File: src/sv/ctf_pkg.sv
// ----------------------------------------------------------------------------
// ctf_pkg
// shared types, widths and constants of the complementary tilt filter
// ----------------------------------------------------------------------------
`default_nettype none

package ctf_pkg;

   localparam int DATA_W   = 16;
   localparam int STEPS    = 16;
   localparam int STEP_W   = $clog2(STEPS);
   localparam int CORDIC_W = 34;
   localparam int Z_W      = 25;
   localparam int GYRO_W   = 34;
   localparam int ACC_W    = 34;
   localparam int BLEND_W  = 52;
   localparam int RES_W    = BLEND_W - 32;
   localparam int CSR_AW   = 3;
   localparam int CSR_DW   = 32;

   localparam logic [DATA_W-1:0] BLEND_WEIGHT_RESET = 16'd64225;
   localparam logic [DATA_W-1:0] GYRO_GAIN_RESET    = 16'd1280;

   // 90 degrees in 1/32768 degree
   localparam logic signed [Z_W-1:0] Z_QUARTER = 25'sd2949120;

   typedef struct packed {
      logic signed [DATA_W-1:0] accel_x;
      logic signed [DATA_W-1:0] accel_y;
      logic signed [DATA_W-1:0] accel_z;
      logic signed [DATA_W-1:0] gyro_x;
      logic signed [DATA_W-1:0] gyro_y;
   } ctf_req_type;

   typedef struct packed {
      logic signed [DATA_W-1:0] pitch_out;
      logic signed [DATA_W-1:0] roll_out;
   } ctf_rsp_type;

   typedef enum logic {
      CSR_BLEND_WEIGHT = 1'b0,
      CSR_GYRO_GAIN    = 1'b1
   } ctf_csr_type;

   typedef enum logic [4:0] {
      ST_IDLE  = 5'b00001,
      ST_ITER  = 5'b00010,
      ST_ROUND = 5'b00100,
      ST_MUL   = 5'b01000,
      ST_SUM   = 5'b10000
   } ctf_state_type;

   typedef struct packed {
      logic              load;
      logic              iterate;
      logic [STEP_W-1:0] step;
      logic              round;
      logic              mult;
      logic              sum;
   } ctf_cmd_type;

   // atan(2^-i) in 1/32768 degree
   function automatic logic [Z_W-1:0] atan_entry(input logic [STEP_W-1:0] idx);
      logic [Z_W-1:0] v;
      case (idx)
         4'd0:    v = 25'd1474560;
         4'd1:    v = 25'd870484;
         4'd2:    v = 25'd459940;
         4'd3:    v = 25'd233473;
         4'd4:    v = 25'd117189;
         4'd5:    v = 25'd58652;
         4'd6:    v = 25'd29333;
         4'd7:    v = 25'd14667;
         4'd8:    v = 25'd7334;
         4'd9:    v = 25'd3667;
         4'd10:   v = 25'd1833;
         4'd11:   v = 25'd917;
         4'd12:   v = 25'd458;
         4'd13:   v = 25'd229;
         4'd14:   v = 25'd115;
         4'd15:   v = 25'd57;
         default: v = '0;
      endcase
      return v;
   endfunction

endpackage

`default_nettype wire

File: src/sv/ctf_ctrl.sv
// ----------------------------------------------------------------------------
// ctf_ctrl
// sequencer: load, cordic steps, round, multiply, sum, result handshake
// ----------------------------------------------------------------------------
`default_nettype none

module ctf_ctrl (
   input  wire                   clock,
   input  wire                   reset,
   input  wire                   req_valid,
   output logic                  req_ready,
   output logic                  rsp_valid,
   input  wire                   rsp_ready,
   output ctf_pkg::ctf_cmd_type  cmd
);
   import ctf_pkg::*;

   ctf_state_type     state_ff, state_in;
   logic [STEP_W-1:0] step_ff, step_in;
   logic              rsp_valid_ff, rsp_valid_in;

   always_comb begin
      cmd          = '0;
      cmd.step     = step_ff;
      state_in     = state_ff;
      step_in      = step_ff;
      rsp_valid_in = rsp_valid_ff && !rsp_ready;
      case (state_ff)
         ST_IDLE: begin
            if (req_valid) begin
               cmd.load = 1'b1;
               step_in  = '0;
               state_in = ST_ITER;
            end
         end
         ST_ITER: begin
            cmd.iterate = 1'b1;
            if (step_ff == STEP_W'(STEPS-1)) begin
               state_in = ST_ROUND;
            end else begin
               step_in = step_ff + 1'b1;
            end
         end
         ST_ROUND: begin
            cmd.round = 1'b1;
            state_in  = ST_MUL;
         end
         ST_MUL: begin
            cmd.mult = 1'b1;
            state_in = ST_SUM;
         end
         ST_SUM: begin
            // wait until the result register is free
            if (!rsp_valid_ff || rsp_ready) begin
               cmd.sum      = 1'b1;
               rsp_valid_in = 1'b1;
               state_in     = ST_IDLE;
            end
         end
         default: begin
            state_in = ST_IDLE;
         end
      endcase
   end

   always_ff @(posedge clock) begin
      if (reset) begin
         state_ff     <= ST_IDLE;
         step_ff      <= '0;
         rsp_valid_ff <= 1'b0;
      end else begin
         state_ff     <= state_in;
         step_ff      <= step_in;
         rsp_valid_ff <= rsp_valid_in;
      end
   end

   assign req_ready = (state_ff == ST_IDLE);
   assign rsp_valid = rsp_valid_ff;

endmodule

`default_nettype wire

File: config.mk
export PLATFORM = sky130hd
export DESIGN_NAME = ctf_ctrl
export DESIGN_NICKNAME = d
export VERILOG_FILES = /design/src/sv/ctf_pkg.sv /design/src/sv/ctf_ctrl.sv
export SDC_FILE = /design/constraint.sdc
export NUM_CORES = 1
export LEC_CHECK = 0
export BUFFER_PORTS_ARGS = -buffer_cell sky130_fd_sc_hd__buf_2
export CAP_MARGIN = 20
export CORE_MARGIN = 2
export CORE_UTILIZATION = 40
export CTS_BUF_LIST = sky130_fd_sc_hd__clkbuf_16
export DETAILED_ROUTE_END_ITERATION = 16
export GPL_ROUTABILITY_DRIVEN = 0
export GPL_TIMING_DRIVEN = 0
export SYNTH_ARGS = -nofsm -noshare
export SYNTH_HDL_FRONTEND = slang
export SYNTH_SLANG_ARGS = --single-unit
File: constraint.sdc
create_clock -name clock -period 1.4 [get_ports clock]
set_input_delay 0.14 -clock clock [delete_from_list [all_inputs] [get_ports clock]]
set_output_delay 0.14 -clock clock [all_outputs]
set_load 0.05 [all_outputs]
After elaboration in Yosys (flattened, before gate mapping)
Cells that the tools add are included.
W data, S select, Z words.
{"block": "word_totals", "ff_bits": 10, "inputBits": 4, "out_inout_bits": 11, "word_cells": 37}
{"block": "op_classes", "n_addsub": 1, "eq_ne": 10, "mux": 16, "reduce_logical": 7}
{"cell": "$pmux W5 S5", "count": 1}
{"cell": "$mux W5", "count": 3}
{"cell": "$mux W1", "count": 9}
{"cell": "$mux W4", "count": 2}
{"cell": "$ne A2 B2 Y1 const B", "count": 4}
{"cell": "$pmux W4 S2", "count": 1}
{"cell": "$reduce_and A3 Y1", "count": 2}
{"cell": "$eq A5 B1 Y1 const B", "count": 1}
{"cell": "$eq A5 B2 Y1 const B", "count": 1}
{"cell": "$eq A5 B3 Y1 const B", "count": 1}
{"cell": "$eq A5 B4 Y1 const B", "count": 1}
{"cell": "$eq A5 B5 Y1 const B", "count": 1}
{"cell": "$add A4 B1 Y4 const B", "count": 1}
{"cell": "$eq A4 B4 Y1 const B", "count": 1}
{"cell": "$logic_not A1 Y1", "count": 2}
{"cell": "$reduce_bool A2 Y1", "count": 1}
{"cell": "$logic_and A1 B1 Y1", "count": 1}
{"cell": "$logic_or A1 B1 Y1", "count": 1}

Logic depth before layout (Yosys ltp)
Gate-level depths: netlist of run 1.
{"block": "logic_depth", "depth_word": 4, "depth_mapped": 5, "mapped_depth_nobuf": 5}

Worst setup path before layout of run 1
Ideal clock, no wire load.
{"block": "synth_path", "kind": "register -> register", "from": "reg step_ff[0]", "to": "reg step_ff[2]", "setup_time_ns": 0.091, "t_arrival_ns": 1.562, "required_time_ns": 1.309, "setup_slack_ns": -0.253, "stages_incl_launch_ff": 6, "path_buffers": 0, "synth_period_minus_slack_ns": 1.653, "cell_sequence": "dfxtp_1 > ha_1 > nand3_1 > nand4_1 > nand2_1 > a311oi_1"}
{"block": "synth_between", "elab_chain_cells": 3, "word_cells_on_any_way": 6, "classes_between": "1 x add/sub; 2 x eq/ne; 2 x mux; 1 x reduce/logical"}
{"item": "start: declaration", "line_no": "ctf_ctrl.sv:19", "source": "logic [STEP_W-1:0] step_ff, step_in;"}
{"item": "start signal: assignment", "line_no": "ctf_ctrl.sv:73", "source": "step_ff <= step_in;"}
{"item": "$add A4 B1 Y4 or $eq A4 B4 Y1 (tied branches)", "line_no": "ctf_ctrl.sv:41, ctf_ctrl.sv:38"}
{"item": "$mux W4 or $ne A2 B2 Y1 (tied branches)"}
{"item": "$pmux W4 S2 or $reduce_and A3 Y1 (tied branches)"}
Parallel ways exist; a longest one is shown, timed or not. The select of a mux whose other input is x is not followed.
A chain may end at the register's enable or synchronous reset.

==> results_dict.tcl, run 1 <==
set metrics [dict create \
    ff2ff_path_depth 5 \
    critPathLaunchType "flop" \
    maximum_number_of_pins_on_one_net_before_global_route_repair 9 \
    yosys_top_cell_area_share_pct 37.4 \
    io-pin-count 15 \
    yosysSeqAreaShare_pct 37.4 \
    cts.clk_slew.worst_paths_ps 40 \
    synth_area_leader_cell "sky130_fd_sc_hd__dfxtp_1" \
    clock_tree.buffer_depth 2 \
    wl_per_cell_um 13.1 \
    final.period_utilization_pct 102 \
    finalSetupViolCount 1 \
    cts_tree "yes" \
    timing.critical_path.fanout_max 5 \
    min_from "reset" \
    grt_antenna_before_repair 0 \
    crit_cells 4 \
    antenna_left 0 \
    number_of_hold_violations_in_the_final_report 0 \
    detail_route.iter0.violations 9 \
    std_cell_rows 13 \
    critical-path-max-stage-delay_ps 360 \
    synth_warnings 0 \
    critPathKind "reg -> out" \
    cts-root-buf "sky130_fd_sc_hd__clkbuf_16" \
    net-switching-power_uw 252 \
    coreArea_um2 1270 \
    seq_power_share_pct 30.9 \
    post_synth_main_area_contributors "sky130_fd_sc_hd__dfxtp_1, sky130_fd_sc_hd__nand3_1, sky130_fd_sc_hd__a21oi_1" \
    yosys.cell_types.count 29 \
    clock_tree.htree_level_count 1 \
    timing.final.ws_setup_ps -23.0 \
    cellPowerDensity_nw_per_um2 1150 \
    layout-drive-gt1-share_pct 58.0 \
    layout-area-overhead-vs-synth_pct 62.9 \
    fmaxAchievable_ghz 0.703 \
    post-dp-hpwl_um 825 \
    synthesis.area_um2 536 \
    postLayoutCoreUtil_pct 68.7 \
    antenna_cells 0 \
    yosys_register_bits 10 \
    buffer_ports.inserted 14 \
    initial_utilization_pct 42.2 \
    worst_r2r_startpoint "step_ff[0]$_SDFFE_PP0P_" \
    dieWidth_um 40.6 \
    grt.total_usage_pct 16.2 \
    cp_slowest_cell "sky130_fd_sc_hd__dfxtp_4" \
    worst_setup_path_startpoint "state_ff[4]$_SDFFE_PP0P_" \
    clkLatencyLatePin_ps 230 \
    place_ws_ps 71.7 \
    cts_made_buffers 3 \
    cts_hold_repair.buffers 0 \
    power_report.internal_total_uw 747 \
    route.detailed.vias_per_inst 5.34 \
    first_pass_iters 4 \
    critical_path.top_delay_family "simple AND/OR/NAND/NOR gates" \
    unrepaired_setup_endpoints_after_global_routing "true" \
    maxCapViolCount 0 \
    grt.overflow.total 0 \
    timing_worst_slew_pin_value_ps 277 \
    required_ps 1260 \
    worst_ir_drop_vdd_mv 0.911 \
    power_frac_clock_pct 49.5 \
    dpl_cell_area_um2 637 \
    syn_inst 65 \
    slew_headroom_pct 81.2 \
    rrSetupSlack_ps 70 \
    final_area_um2 872 \
    worstSetupEndpointType "output port" \
    violations_in_the_final_reports "negative setup slack" \
    cts.sink_count 10 \
    rr_endpoint "step_ff[0]$_SDFFE_PP0P_" \
    hp-class "in -> reg" \
    synthesis.nets 70 \
    outcome "complete, but fails checks" \
    dieHeight_um 40.6 \
    grt_first_pass_wirelength_um 1650 \
    dr_total_vias 550 \
    nNetsFinal 94 \
    worst_ep_arrival_time_ps 1280 \
    worstPathBufferInverterCount 2 \
    power_frac_comb_pct 19.6 \
    grt_pass1_vias 385 \
    cp-endpoint "cmd[8]" \
    power_leakage_uw 0.000370 \
    die_area_um2 1650 \
    critical_path.cell_chain "nor3_4 > nand3_2 > clkinv_2 > buf_8" \
    post-route-drc-count 0 \
    period_needed_ps 1420 \
    fillers 89 \
    drv_slew 0 \
    worst_clock_skew_ps 0.677 \
    avgSynthCellArea_um2 8.24 \
    wirelength_um 1350 \
    power.switching_fraction_pct 25.2 \
]
[worst reg2reg max path: cells and delay by family, from the launching register on]
family,cells,cell delay [ps]
flops,1,350
simple gates,3,580
compound gates,1,120
fa+ha+maj,1,210
[kinds of logic (layout without fill, tap and decap cells)]
kind of cell / after synthesis / count (layout) / synth area share, %
AO/OA/AOI/OAI: 14 / 14 / 19.2
adder cells (fa/ha/maj): 1 / 1 / 2.34
buffers and inverters: 8 / 31 / 7.94
flip-flops: 10 / 10 / 37.4
AND/OR/NAND/NOR: 32 / 32 / 33.2
[power by group through the flow]
stage | Combinational [uW] | Clock [uW] | Sequential (uW)
2_1_floorplan | 105 | 0 | 310
3_3_place_gp | 138 | 0 | 308
3_5_place_dp | 138 | 0 | 308
4_1_cts | 147 | 505 | 304
5_1_grt | 209 | 518 | 310
6_report | 196 | 494 | 309
[sequential cells by signal (all words and copies together) (netlist names)]
name and cells:
step_ff 4, rsp_valid 1, state_ff 5
[cell type report]
cell class	count	area, um^2	area share [%]
repair buffers	20	160	18.4
multi-input cells	47	357	40.9
plain buffers	1	7.51	0.861
clock inverters	1	3.75	0.430
inverters	6	23.8	2.73
flip-flops and latches	10	226	26.0
well taps	15	18.8	2.15
clock buffers	3	75.1	8.61
[through the flow]
stage	setup TNS, ps	total power (uW)	hold WS (ps)	cells
after floorplan	0	415	199	65
after global placement	0	446	418	94
after detailed placement	0	446	414	94
after CTS	-59.1	956	171	98
after global routing	-206	1040	186	103
final	-23.0	999	183	103
[layer usage]
layer | global-route usage [%] | up-vias | part of all wire (%) | wire, um
met3 | 8.33 | 2 | 5.6 | 76
met1 | 19.9 | 259 | 47 | 635
met5 | 0 | - | 0 | 0
li1 | - | 277 | - | -
met4 | 7.50 | 0 | 1.0 | 14
met2 | 23.0 | 12 | 46 | 625
[how the worst min path moves through the flow]
stage / end / slack [ps] / cells past startpoint
finish: step_ff[1]$_SDFFE_PP0P_ / 180 / 2
global route: step_ff[3]$_SDFFE_PP0P_ / 190 / 2
CTS: step_ff[3]$_SDFFE_PP0P_ / 170 / 2
detailed placement: step_ff[3]$_SDFFE_PP0P_ / 410 / 2
global placement: step_ff[3]$_SDFFE_PP0P_ / 420 / 2
floorplan: step_ff[0]$_SDFFE_PP0P_ / 200 / 1
[synth_stat cells, drive strengths merged]
cell / n
a311oi: 2
clkinv: 1
nand2b: 1
inv: 5
a21oi: 6
nor2b: 4
dfxtp: 10
o21ai: 2
o211ai: 1
o311ai: 1
nor3: 2
nand4: 1
a31oi: 1
nor4bb: 1
and3b: 1
a41oi: 1
or2: 1
ha: 1
and2: 1
nand2: 5
and3: 1
nand3: 8
nor2: 6
buf: 2
[placed cells by master (no fill, tap or decap), types with 2 or more instances in the layout]
cell / instances
sky130_fd_sc_hd__a21oi_1: 6
sky130_fd_sc_hd__a311oi_2: 2
sky130_fd_sc_hd__buf_2: 8
sky130_fd_sc_hd__buf_4: 8
sky130_fd_sc_hd__buf_6: 2
sky130_fd_sc_hd__buf_8: 3
sky130_fd_sc_hd__clkbuf_16: 3
sky130_fd_sc_hd__dfxtp_2: 3
sky130_fd_sc_hd__dfxtp_4: 6
sky130_fd_sc_hd__inv_1: 4
sky130_fd_sc_hd__nand2_1: 4
sky130_fd_sc_hd__nand3_1: 5
sky130_fd_sc_hd__nand3_2: 3
sky130_fd_sc_hd__nor2_1: 3
sky130_fd_sc_hd__nor2_4: 2
sky130_fd_sc_hd__nor2b_1: 3
sky130_fd_sc_hd__nor3_4: 2
[timing repair]
| item | 4_1_cts | 5_1_grt |
|---|---|---|
| resized for setup | 13 | 25 |
| setup buffers | 0 | 6 |
| setup endpoints to repair | 6 | 9 |
| pin swaps | 1 | 7 |
(Power assumes the default switching activity.)
==> run 2, diff against run 1 <==
Settings changed: ABC_AREA from default to 1, CORE_MARGIN 2 to default.
Clock period 1.4 ns to 1.5 ns, I/O delays scaled along.
==> run 2 against run 1 <==
The run now ends clean. Synthesized cell count rose by 23%. Final area fell by 10%. Via count increased by 0.73%. Critical path type unchanged.
==> results_dict.tcl, run 2 <==
set metrics [dict create \
    grt_first_pass_wirelength_um 1880 \
    syn_inst 80 \
    hp-class "in -> reg" \
    net-switching-power_uw 580 \
    coreArea_um2 1320 \
    slew_headroom_pct 84.0 \
    final.period_utilization_pct 95.3 \
    worst_ep_arrival_time_ps 1280 \
    seq_power_share_pct 25.8 \
    number_of_hold_violations_in_the_final_report 0 \
    post_synth_xor_area_fraction_pct 0 \
    maxCapViolCount 0 \
    yosys_register_bits 10 \
    worst_ir_drop_vdd_mv 0.981 \
    wirelength_um 1230 \
    layout-area-overhead-vs-synth_pct 36.9 \
    synthesis.area_um2 573 \
    dieHeight_um 39.9 \
    place_inst 109 \
    library_cell_with_the_highest_instance_count_after_synthesis "sky130_fd_sc_hd__inv_1" \
    power_frac_clock_pct 33.8 \
    yosys.cell_types.count 19 \
    layout.cells.most_common "sky130_fd_sc_hd__inv_1" \
    cts.sink_count 10 \
    synth.top_cells.by_count "sky130_fd_sc_hd__inv_1, sky130_fd_sc_hd__nand3_1, sky130_fd_sc_hd__nor2_1" \
    period_needed_ps 1430 \
    cellPowerDensity_nw_per_um2 1820 \
    post-route-drc-count 0 \
    cts_made_buffers 3 \
    fillers 131 \
    synth_warnings 0 \
    antenna_cells 0 \
    clock_tree.buffer_depth 2 \
    timing_worst_slew_pin_value_ps 239 \
    grt.overflow.total 0 \
    buffer_ports.inserted 14 \
    post_synth_main_area_contributors "sky130_fd_sc_hd__dfxtp_1, sky130_fd_sc_hd__nand3_1, sky130_fd_sc_hd__inv_1" \
    timing.critical_path.fanout_max 5 \
    final-instance-count-excl-fill 114 \
    clkLatencyLatePin_ps 240 \
    postSynth.asyncResetShare_pct 0 \
    die_area_um2 1590 \
    dieWidth_um 39.9 \
    cts-root-buf "sky130_fd_sc_hd__clkbuf_16" \
    power.switching_fraction_pct 40.7 \
    cts.clk_slew.worst_paths_ps 40 \
    yosys.area_share.simple_pct 46.5 \
    post-dp-hpwl_um 875 \
    power_report.internal_total_uw 846 \
    yosysSeqAreaShare_pct 34.9 \
    largest_register_ff_count 5 \
    grt_antenna_before_repair 0 \
    dr_total_vias 554 \
    critPathLaunchType "flop" \
    required_ps 1350 \
    std_cell_rows 13 \
    initial_utilization_pct 43.5 \
    nNetsFinal 105 \
    fmaxAchievable_ghz 0.700 \
    synth_enable_flop_cells 0 \
    power_leakage_uw 0.000400 \
    drv_slew 0 \
    route.detailed.vias_per_inst 4.86 \
    detail_route.iter0.violations 3 \
    critPathKind "reg -> out" \
    avgSynthCellArea_um2 7.16 \
    first_pass_iters 3 \
    worst_clock_skew_ps 1.28 \
    post-layout-total-power_uw 1430 \
    worstSetupEndpointType "output port" \
    grt_pass1_vias 459 \
    io-pin-count 15 \
    power_frac_comb_pct 40.4 \
    synth.mux.area_fraction_pct 0 \
    cts_tree "yes" \
    layout.cells.most_common_list "sky130_fd_sc_hd__inv_1, sky130_fd_sc_hd__nand3_1, sky130_fd_sc_hd__buf_2" \
    synth_area_leader_cell "sky130_fd_sc_hd__dfxtp_1" \
    wl_per_cell_um 10.8 \
    maximum_number_of_pins_on_one_net_before_global_route_repair 10 \
    antenna_left 0 \
    finalSetupViolCount 0 \
    synthesis.nets 85 \
    clock_tree.htree_level_count 1 \
    layout-drive-gt1-share_pct 34.3 \
    synthAdderAreaFrac_pct 2.18 \
    outcome "finished, final reports clean" \
    synth_compound_gate_area_share_pct 6.55 \
    unrepaired_setup_endpoints_after_global_routing "true" \
    synth_top_family_by_area "simple AND/OR/NAND/NOR gates" \
    grt.total_usage_pct 19.5 \
    yosys_top_cell_area_share_pct 34.9 \
    synth_top_flop_cell "sky130_fd_sc_hd__dfxtp_1" \
    regMostFlops "state_ff" \
]
run 2: timing repair:
action                     4_1_cts  5_1_grt
setup endpoints to repair        3        6
hold buffers                     0        0
buffers inserted                 0        1
pin swaps                        0        3
resized for setup                3        6
hold endpoints to repair         0        0
run 2: power groups by stage:
stage          Clock, uW  Sequential (uW)  Combinational, uW
6_report             482              368                576
5_1_grt              510              375                628
4_1_cts              493              365                544
3_5_place_dp           0              369                529
3_3_place_gp           0              365                529
2_1_floorplan          0              450                349
run 2: final cells by class:
cell class / instances / area [um^2] / area share (%)
Clock buffer: 3 / 75.1 / 9.57
Inverter: 13 / 48.8 / 6.22
Timing Repair Buffer: 15 / 91.3 / 11.6
Tap cell: 15 / 18.8 / 2.39
Buffer: 1 / 7.51 / 0.957
Multi-Input combinational cell: 56 / 337 / 42.9
Clock inverter: 1 / 3.75 / 0.478
Sequential cell: 10 / 203 / 25.8
run 2: cell families after synthesis:
group	Yosys count
compound gates	7
fa+ha+maj	1
flops	10
simple gates	48
buf+inv	14
run 2: metrics by stage:
step / util (%) / instance area [um^2] / setup TNS, ps / hold WS (ps) / setup slack (ps)
6_report: 59.5 / 785 / 0 / 177 / 70.7
5_1_grt: 59.5 / 785 / -11.4 / 186 / -11.4
4_1_cts: 57.4 / 756 / 0 / 173 / 1.56
3_5_place_dp: 50.6 / 667 / 0 / 423 / 167
3_3_place_gp: 50.6 / 667 / 0 / 420 / 156
2_1_floorplan: - / 578 / 0 / 219 / 9.46
run 2: metal layers:
metal  up-vias  routed length [um]  track usage (%)  part of all wire [%]
li1        299                   -                -                     -
met4         0                  27             12.9                   2.2
met3         4                  46             8.52                   3.7
met2         9                 559             29.1                    45
met5         -                   0                0                     0
met1       242                 598             22.0                    49
run 2: critical path, stage by stage, from the launching register on:
cell	delay (ps)
sky130_fd_sc_hd__dfxtp_1	360
sky130_fd_sc_hd__inv_1	60
sky130_fd_sc_hd__nor2_2	160
sky130_fd_sc_hd__nand3_4	140
sky130_fd_sc_hd__nor2_2	120
sky130_fd_sc_hd__buf_4	200
run 2: path summary, 6_finish.rpt:
kind,from,endpoint,slack [ps],cells after the start
max,state_ff[0]$_SDFFE_PP1P_,cmd[8],70,5
min,reset,step_ff[2]$_SDFFE_PP0P_,180,2
max reg2reg,state_ff[2]$_SDFFE_PP0P_,step_ff[1]$_SDFFE_PP0P_,150,9
min reg2reg,step_ff[2]$_SDFFE_PP0P_,step_ff[2]$_SDFFE_PP0P_,530,2
==> run 3, diff against run 2 <==
Settings changed: BUFFER_PORTS_ARGS -buffer_cell sky130_fd_sc_hd__buf_2 to default, DONT_BUFFER_PORTS from default to 1.
==> run 3 against run 2 <==
Via count shrank 6.1%. Total power shrank 3.3%. Core utilization shrank 3.8 points.
==> results_dict.tcl, run 3 (same netlist as run 2, synthesis figures left out) <==
set metrics [dict create \
    cts.sink_count 10 \
    timing.final.ws_setup_ps 81.0 \
    final.period_utilization_pct 94.6 \
    dieWidth_um 39.9 \
    fmaxAchievable_ghz 0.705 \
    layout.cells.most_common "sky130_fd_sc_hd__nand3_1" \
    layout-drive-gt1-share_pct 34.1 \
    antenna_left 0 \
    dr_total_vias 520 \
    io-pin-count 15 \
    wirelength_um 1150 \
    unrepaired_setup_endpoints_after_global_routing "true" \
    regMostFlops "state_ff" \
    initial_utilization_pct 43.5 \
    cellPowerDensity_nw_per_um2 1880 \
    route.detailed.vias_per_inst 5.20 \
    clock_tree.htree_level_count 1 \
    drv_slew 0 \
    ff2ff_path_depth 8 \
    grt_first_pass_wirelength_um 1770 \
    dieHeight_um 39.9 \
    rrSetupSlack_ps 110 \
    cts-root-buf "sky130_fd_sc_hd__clkbuf_16" \
    largest_register_ff_count 5 \
    place_ws_ps -113 \
    grt_pass1_vias 424 \
    antenna_cells 0 \
    cp-endpoint "cmd[8]" \
    rr_endpoint "step_ff[3]$_SDFFE_PP0P_" \
    power_leakage_uw 0.000317 \
    coreArea_um2 1320 \
    post-layout-total-power_uw 1380 \
    worst_setup_path_startpoint "state_ff[0]$_SDFFE_PP1P_" \
    critPathLaunchType "flop" \
    grt_antenna_before_repair 0 \
    worst_r2r_startpoint "step_ff[0]$_SDFFE_PP0P_" \
    timing_worst_slew_pin_value_ps 332 \
    worstSetupEndpointType "output port" \
    worst_ep_arrival_time_ps 1270 \
    finalSetupViolCount 0 \
    maximum_number_of_pins_on_one_net_before_global_route_repair 10 \
    buffer_ports.inserted 0 \
    first_pass_iters 4 \
    dpl_cell_area_um2 597 \
    number_of_hold_violations_in_the_final_report 0 \
    layout-area-overhead-vs-synth_pct 28.2 \
    worst_ir_drop_vdd_mv 0.996 \
    post-dp-hpwl_um 816 \
    cts.clk_slew.worst_paths_ps 40 \
    critPathKind "reg -> out" \
    clkLatencyLatePin_ps 230 \
    clock_tree.buffer_depth 2 \
    final_area_um2 734 \
    hp-class "in -> reg" \
    std_cell_rows 13 \
    grt.total_usage_pct 17.8 \
    cts_made_buffers 3 \
    postLayoutCoreUtil_pct 55.7 \
    detail_route.iter0.violations 13 \
    maxCapViolCount 0 \
    period_needed_ps 1420 \
    slew_headroom_pct 77.8 \
    post-route-drc-count 0 \
    worst_clock_skew_ps 3.82 \
    nNetsFinal 92 \
    fillers 130 \
    cts_tree "yes" \
    wl_per_cell_um 11.5 \
    timing.critical_path.fanout_max 4 \
    layout.cells.most_common_list "sky130_fd_sc_hd__nand3_1, sky130_fd_sc_hd__inv_1, sky130_fd_sc_hd__nand2_1" \
    grt.overflow.total 0 \
    hold_slack_ps 96.1 \
    outcome "finished, final reports clean" \
    die_area_um2 1590 \
    required_ps 1350 \
]
==> run 3: worst min path at each step <==
| stage | startpoint | endpoint | cells past startpoint |
|---|---|---|---|
| CTS | reset | step_ff[1]$_SDFFE_PP0P_ | 3 |
| global route | reset | step_ff[1]$_SDFFE_PP0P_ | 3 |
| floorplan | reset | rsp_valid$_SDFF_PP0_ | 1 |
| finish | reset | step_ff[1]$_SDFFE_PP0P_ | 3 |
| detailed placement | reset | state_ff[4]$_SDFFE_PP0P_ | 1 |
| global placement | reset | state_ff[4]$_SDFFE_PP0P_ | 1 |
==> run 3: through the flow <==
| stage | std cells | TNS (ps) |
|---|---|---|
| 5_1_grt | 100 | -7.66 |
| 3_3_place_gp | 95 | -333 |
| 6_report | 100 | 0 |
| 3_5_place_dp | 95 | -333 |
| 4_1_cts | 100 | 0 |
| 2_1_floorplan | 80 | 0 |
==> run 3: critical path, stage by stage (launching register included) <==
cell,delay (ps)
sky130_fd_sc_hd__dfxtp_1,350
sky130_fd_sc_hd__inv_1,60
sky130_fd_sc_hd__nor2_2,120
sky130_fd_sc_hd__nand3_2,180
sky130_fd_sc_hd__nor2_4,320
==> run 3: routing by layer <==
metal | track usage (%) | vias up | routed length [um]
li1 | - | 273 | -
met1 | 22.5 | 235 | 552
met2 | 25.0 | 10 | 536
met3 | 10.2 | 2 | 51
met4 | 5.17 | 0 | 8
met5 | 0 | - | 0
==> run 3: repair_timing <==
action	in CTS	in global routing
gates resized for setup	10	6
hold endpoints to repair	6	0
gates cloned	0	0
hold buffers	1	0
pin swaps	2	1
setup endpoints to repair	8	8
setup buffers	1	0
==> run 3: power by group <==
part | internal (uW) | switching [uW]
Sequential | 324 | 147
Combinational | 146 | 301
Clock | 345 | 117
==> run 3: area by class of cell <==
type	instances	area (um^2)	area share (%)
buffer	1	7.51	1.02
multi-input combinational	56	348	47.4
clock buffer	3	75.1	10.2
sequential	10	211	28.8
inverter	13	56.3	7.67
timing repair buffer	2	17.5	2.39
tap	15	18.8	2.56
